File: config.mk
export PLATFORM = sky130hd
export DESIGN_NAME = ufe_front
export DESIGN_NICKNAME = d
export VERILOG_FILES = /design/src/rtl/ufe_pkg.sv /design/src/rtl/ufe_front.sv
export SDC_FILE = /design/constraint.sdc
export NUM_CORES = 1
export LEC_CHECK = 0
export CORE_MARGIN = 10
export CORE_UTILIZATION = 45
export CTS_BUF_LIST = sky130_fd_sc_hd__clkbuf_16
export CTS_CLUSTER_SIZE = 10
export DETAILED_ROUTE_END_ITERATION = 16
export DONT_BUFFER_PORTS = 1
export GPL_ROUTABILITY_DRIVEN = 0
export GPL_TIMING_DRIVEN = 0
export PLACE_DENSITY_LB_ADDON = 0.2
export SYNTH_ARGS = -nofsm -noshare
export SYNTH_HDL_FRONTEND = slang
export SYNTH_SLANG_ARGS = --single-unit
File: constraint.sdc
create_clock -name clock -period 4 [get_ports clock]
set_input_delay 0.6 -clock clock [delete_from_list [all_inputs] [get_ports clock]]
set_output_delay 0.6 -clock clock [all_outputs]
set_load 0.005 [all_outputs]
File: src/rtl/ufe_pkg.sv
// Shared types and constants for the union-find engine.
// Depends on nothing.
package ufe_pkg;
   localparam int IDX_W  = 10;
   localparam int SIZE_W = 11;

   localparam logic REQ_FIND  = 1'b0;
   localparam logic REQ_UNION = 1'b1;

   typedef struct packed {
      logic              kind;
      logic [IDX_W-1:0]  node_a;
      logic [IDX_W-1:0]  node_b;
      logic              err;
   } cmd_type;

   typedef struct packed {
      logic [IDX_W-1:0]  root;
      logic [SIZE_W-1:0] set_size;
      logic              already_joined;
      logic              range_error;
   } rsp_type;
endpackage

File: src/rtl/ufe_front.sv
// Front end: accepts requests, range-checks them and queues commands.
// Depends on ufe_pkg.
module ufe_front #(
   parameter int NODES = 1024,
   parameter int QDEPTH = 2
) (
   input  logic                    clock,
   input  logic                    reset,
   input  logic [ufe_pkg::IDX_W-1:0] node_limit,
   input  logic                    req_valid,
   output logic                    req_ready,
   input  logic                    req_type,
   input  logic [ufe_pkg::IDX_W-1:0] req_node_a,
   input  logic [ufe_pkg::IDX_W-1:0] req_node_b,
   output logic                    cmd_valid,
   input  logic                    cmd_ready,
   output ufe_pkg::cmd_type        cmd
);
   import ufe_pkg::*;

   cmd_type q_ff [QDEPTH];
   logic [$clog2(QDEPTH)-1:0] wp_ff, wp_in, rp_ff, rp_in;
   logic [$clog2(QDEPTH):0]   cnt_ff, cnt_in;
   cmd_type nc;
   logic push, pop;

   function automatic logic bad(input logic [IDX_W-1:0] n, input logic [IDX_W-1:0] lim);
      return (n > lim) || (32'(n) >= NODES);
   endfunction

   always_comb begin
      nc.kind   = req_type;
      nc.node_a = req_node_a;
      nc.node_b = req_node_b;
      nc.err    = bad(req_node_a, node_limit) ||
                  ((req_type == REQ_UNION) && bad(req_node_b, node_limit));
      req_ready = (32'(cnt_ff) < QDEPTH);
      cmd_valid = (cnt_ff != '0);
      cmd       = q_ff[rp_ff];
      push      = req_valid && req_ready;
      pop       = cmd_valid && cmd_ready;
      wp_in     = push ? ((32'(wp_ff) == QDEPTH-1) ? '0 : wp_ff + 1'b1) : wp_ff;
      rp_in     = pop ? ((32'(rp_ff) == QDEPTH-1) ? '0 : rp_ff + 1'b1) : rp_ff;
      cnt_in    = cnt_ff + {{$clog2(QDEPTH){1'b0}}, push} - {{$clog2(QDEPTH){1'b0}}, pop};
   end

   always_ff @(posedge clock) begin
      if (push) q_ff[wp_ff] <= nc;
      if (reset) begin
         wp_ff <= '0; rp_ff <= '0; cnt_ff <= '0;
      end else begin
         wp_ff <= wp_in; rp_ff <= rp_in; cnt_ff <= cnt_in;
      end
   end
endmodule

==> flow_metrics.py <==
metrics = {
    "outcome": {
        "status": "finished clean",
    },
    "hold_path": {
        "hold_class": "in2reg",
    },
    "critical_path": {
        "worst_setup_path_end_kind": "output port",
        "cp-endpoint": "cmd[12]",
        "cp_slowest_cell": "mux2_2",
        "worstReg2RegStart": "cnt_ff[1]",
        "cp.required_ps": 3400,
        "r2r-end": "cnt_ff[1]",
        "cp.arrival_ps": 1350,
        "critPathLaunchType": "register",
        "cp_cell_sequence": "buf_2, mux2_2",
        "crit_type": "reg2out",
        "cp_max_fo": 10,
        "ff2ff_setup_slack_ps": 2230,
        "cpPeakStageDelay_ps": 390,
        "reg2regPathDepth": 8,
    },
    "route": {
        "drt-met1-wl_um": 1830,
        "final_antenna_net_count": 0,
        "top_layer": "met4",
        "drc_errors": 0,
        "firstDrtPassIters": 5,
        "drtIter0Drc": 39,
        "post_drt_wl_per_cell_um": 19.3,
        "wl_met2_um": 2240,
        "met3_length_um": 305,
        "wl_um": 4460,
        "viasPerCell": 5.29,
        "via_count": 1223,
    },
    "clock_network": {
        "numCtsBuffers": 5,
        "cts_setup_buffers": 0,
        "root_buffer": "clkbuf_16",
        "cts_tree": "done",
        "clockBufferDepth": 2,
        "cts.sinks": 49,
        "hold_buffers": 0,
        "worstSkewPairLatency_ps": 280,
        "clk_pin_slew_ps": 60,
        "cts_resized": 0,
        "cts-htree-levels": 2,
    },
    "layout": {
        "diodes": 0,
        "layout.cells.non_filler": 231,
        "final_common_cell": "edfxtp_1",
        "syn2layout_area_growth_pct": 11.6,
        "drive_gt1_share_pct": 20.1,
        "fin_area_sq_um": 2540,
        "fin_nets": 220,
        "fillers": 416,
        "layout_common_cells": "edfxtp_1, mux2_2, ha_1, inv_1, nor2_1",
    },
    "timing": {
        "max_clock_freq_mhz": 512,
        "period_share_pct": 48.8,
        "max_slew.worst_pin.slew_ps": 1100,
        "worst_clock_skew_ps": 9.86,
        "slew_violations": 0,
        "whs_ps": 375,
        "worst_slack_ps": 2050,
        "hold_viol_final": 0,
        "rsz0062_at_grt": "no",
        "setup_viol": 0,
        "period_needed_ps": 1950,
        "setup_tns_ps": 0,
        "relSlewSlack_pct": 26.6,
    },
    "floorplanning": {
        "floorplan.initialDensity_pct": 47.2,
        "pin_count": 59,
        "die_h_um": 91.1,
        "die_area_sq_um": 8290,
        "fp.coreArea_sq_um": 4820,
        "fp.dieW_um": 91.1,
        "core.rowCount": 25,
    },
    "global_route": {
        "first_global_vias": 1337,
        "overflow": 0,
        "grt_first_pass_wirelength_um": 6890,
        "grt_max_degree": 23,
        "antenna_found_initial": 0,
        "grt_use_total_pct": 10.6,
    },
    "synth": {
        "synth_area_per_cell_sq_um": 14.7,
        "ys_seq_area_share_pct": 62.5,
        "synthesis.nets": 212,
        "synthAdderAreaFrac_pct": 12.1,
        "synth_area_leaders": "edfxtp_1, ha_1, mux2_2, dfxtp_1, inv_1",
        "synth-compound-area-share_pct": 4.73,
        "synth.distinct_cells": 25,
        "synth-xor-area-share_pct": 1.54,
        "synthArstFlopShare_pct": 0,
        "syn_inst": 155,
        "yosys.area.top_type_share_pct": 58.1,
        "synth_edf_count": 44,
        "synth_top_family_by_area": "adder cells",
        "synth.area.mux_share_pct": 10.9,
        "synth_ff_type": "edfxtp_1",
        "yosys_register_bits": 49,
        "syn-cell-area_sq_um": 2270,
        "yosysTopAreaCell": "edfxtp_1",
        "yosys_warnings": 0,
        "synth-simple-area-share_pct": 4.95,
    },
    "place": {
        "placed_cells": 223,
        "port_buffers": 0,
        "placed_area_sq_um": 2370,
        "dp_slack_ps": 1870,
        "hpwl_um": 3500,
    },
    "job": {
        "drv_cap": 0,
    },
    "pwr": {
        "p_int_uw": 1100,
        "pwr-share-clk_pct": 31.1,
        "power_switching_uw": 363,
        "sw_frac_of_total_pct": 24.8,
        "combinationalPowerShare_pct": 21.6,
        "power.density_nw_per_um2": 576,
        "leakage_uw": 0.000974,
        "pwr-share-seq_pct": 47.3,
        "ir_worst_vdd_v": 0.000285,
    },
}
[cell usage after synthesis, types with 2 or more instances]
| cell | instances |
|---|---|
| inv_1 | 17 |
| a21oi_1 | 3 |
| mux2_2 | 22 |
| nand2b_1 | 2 |
| a211oi_1 | 4 |
| a2111oi_1 | 2 |
| dfxtp_1 | 5 |
| edfxtp_1 | 44 |
| nor2_1 | 7 |
| nand4_1 | 4 |
| o21ai_1 | 2 |
| nand2_1 | 5 |
| xnor2_1 | 3 |
| buf_2 | 2 |
| o21ai_0 | 2 |
| ha_1 | 22 |
[state kept, by name, indices dropped and copies added (netlist names), named ones only]
register  count
wp_ff         1
cnt_ff        2
q_ff         44
rp_ff         1
[per-layer routing]
metal  vias up  GRT usage (%)
li1        591              -
met4         0           4.57
met1       587           11.2
met5         -              0
met3         9           4.94
met2        36           17.8
[kinds of logic after synthesis]
kind of cell / count (synthesis)
compound gates: 16
xor+xnor: 4
buf+inv: 19
fa+ha+maj: 22
simple gates: 23
mux: 22
flops: 49
[worst max-delay path, delay by kind of cell (launching register included)]
family	cells	cell delay, ps
buffers and inverters	1	290
flip-flops	1	380
multiplexers	1	390
[per-stage QoR]
stage	total power, uW	utilization (%)
final	1460	52.7
after global routing	1540	52.7
after CTS	1480	52.7
after detailed placement	1030	49.3
after global placement	1000	48.9
after floorplan	939	-
[power by group through the flow]
stage | combinational [uW] | clock (uW) | sequential [uW]
2_1_floorplan | 246 | 0 | 692
3_3_place_gp | 305 | 0 | 698
3_5_place_dp | 328 | 0 | 702
4_1_cts | 330 | 463 | 692
5_1_grt | 355 | 489 | 699
6_report | 315 | 454 | 691
[worst min-delay path by stage]
stage,start,end,slack [ps],depth (start not counted)
finish,reset,cnt_ff[0],380,1
global route,reset,cnt_ff[0],370,1
CTS,reset,cnt_ff[0],370,1
floorplan,rp_ff,register,480,2
detailed placement,rp_ff,register,530,2
global placement,rp_ff,rp_ff,500,2
[layout make-up]
cell class                 instances  area, sq um  area share [%]
sequential                        49         1420            56.0
multi-input combinational         87          781            30.8
clock buffer                       5          125            4.93
tap                               67         83.8            3.30
inverter                          17         63.8            2.51
clock inverter                     3         37.5            1.48
timing repair buffer               1         15.0           0.592
buffer                             2         10.0           0.394
(Power assumes the default switching activity.)
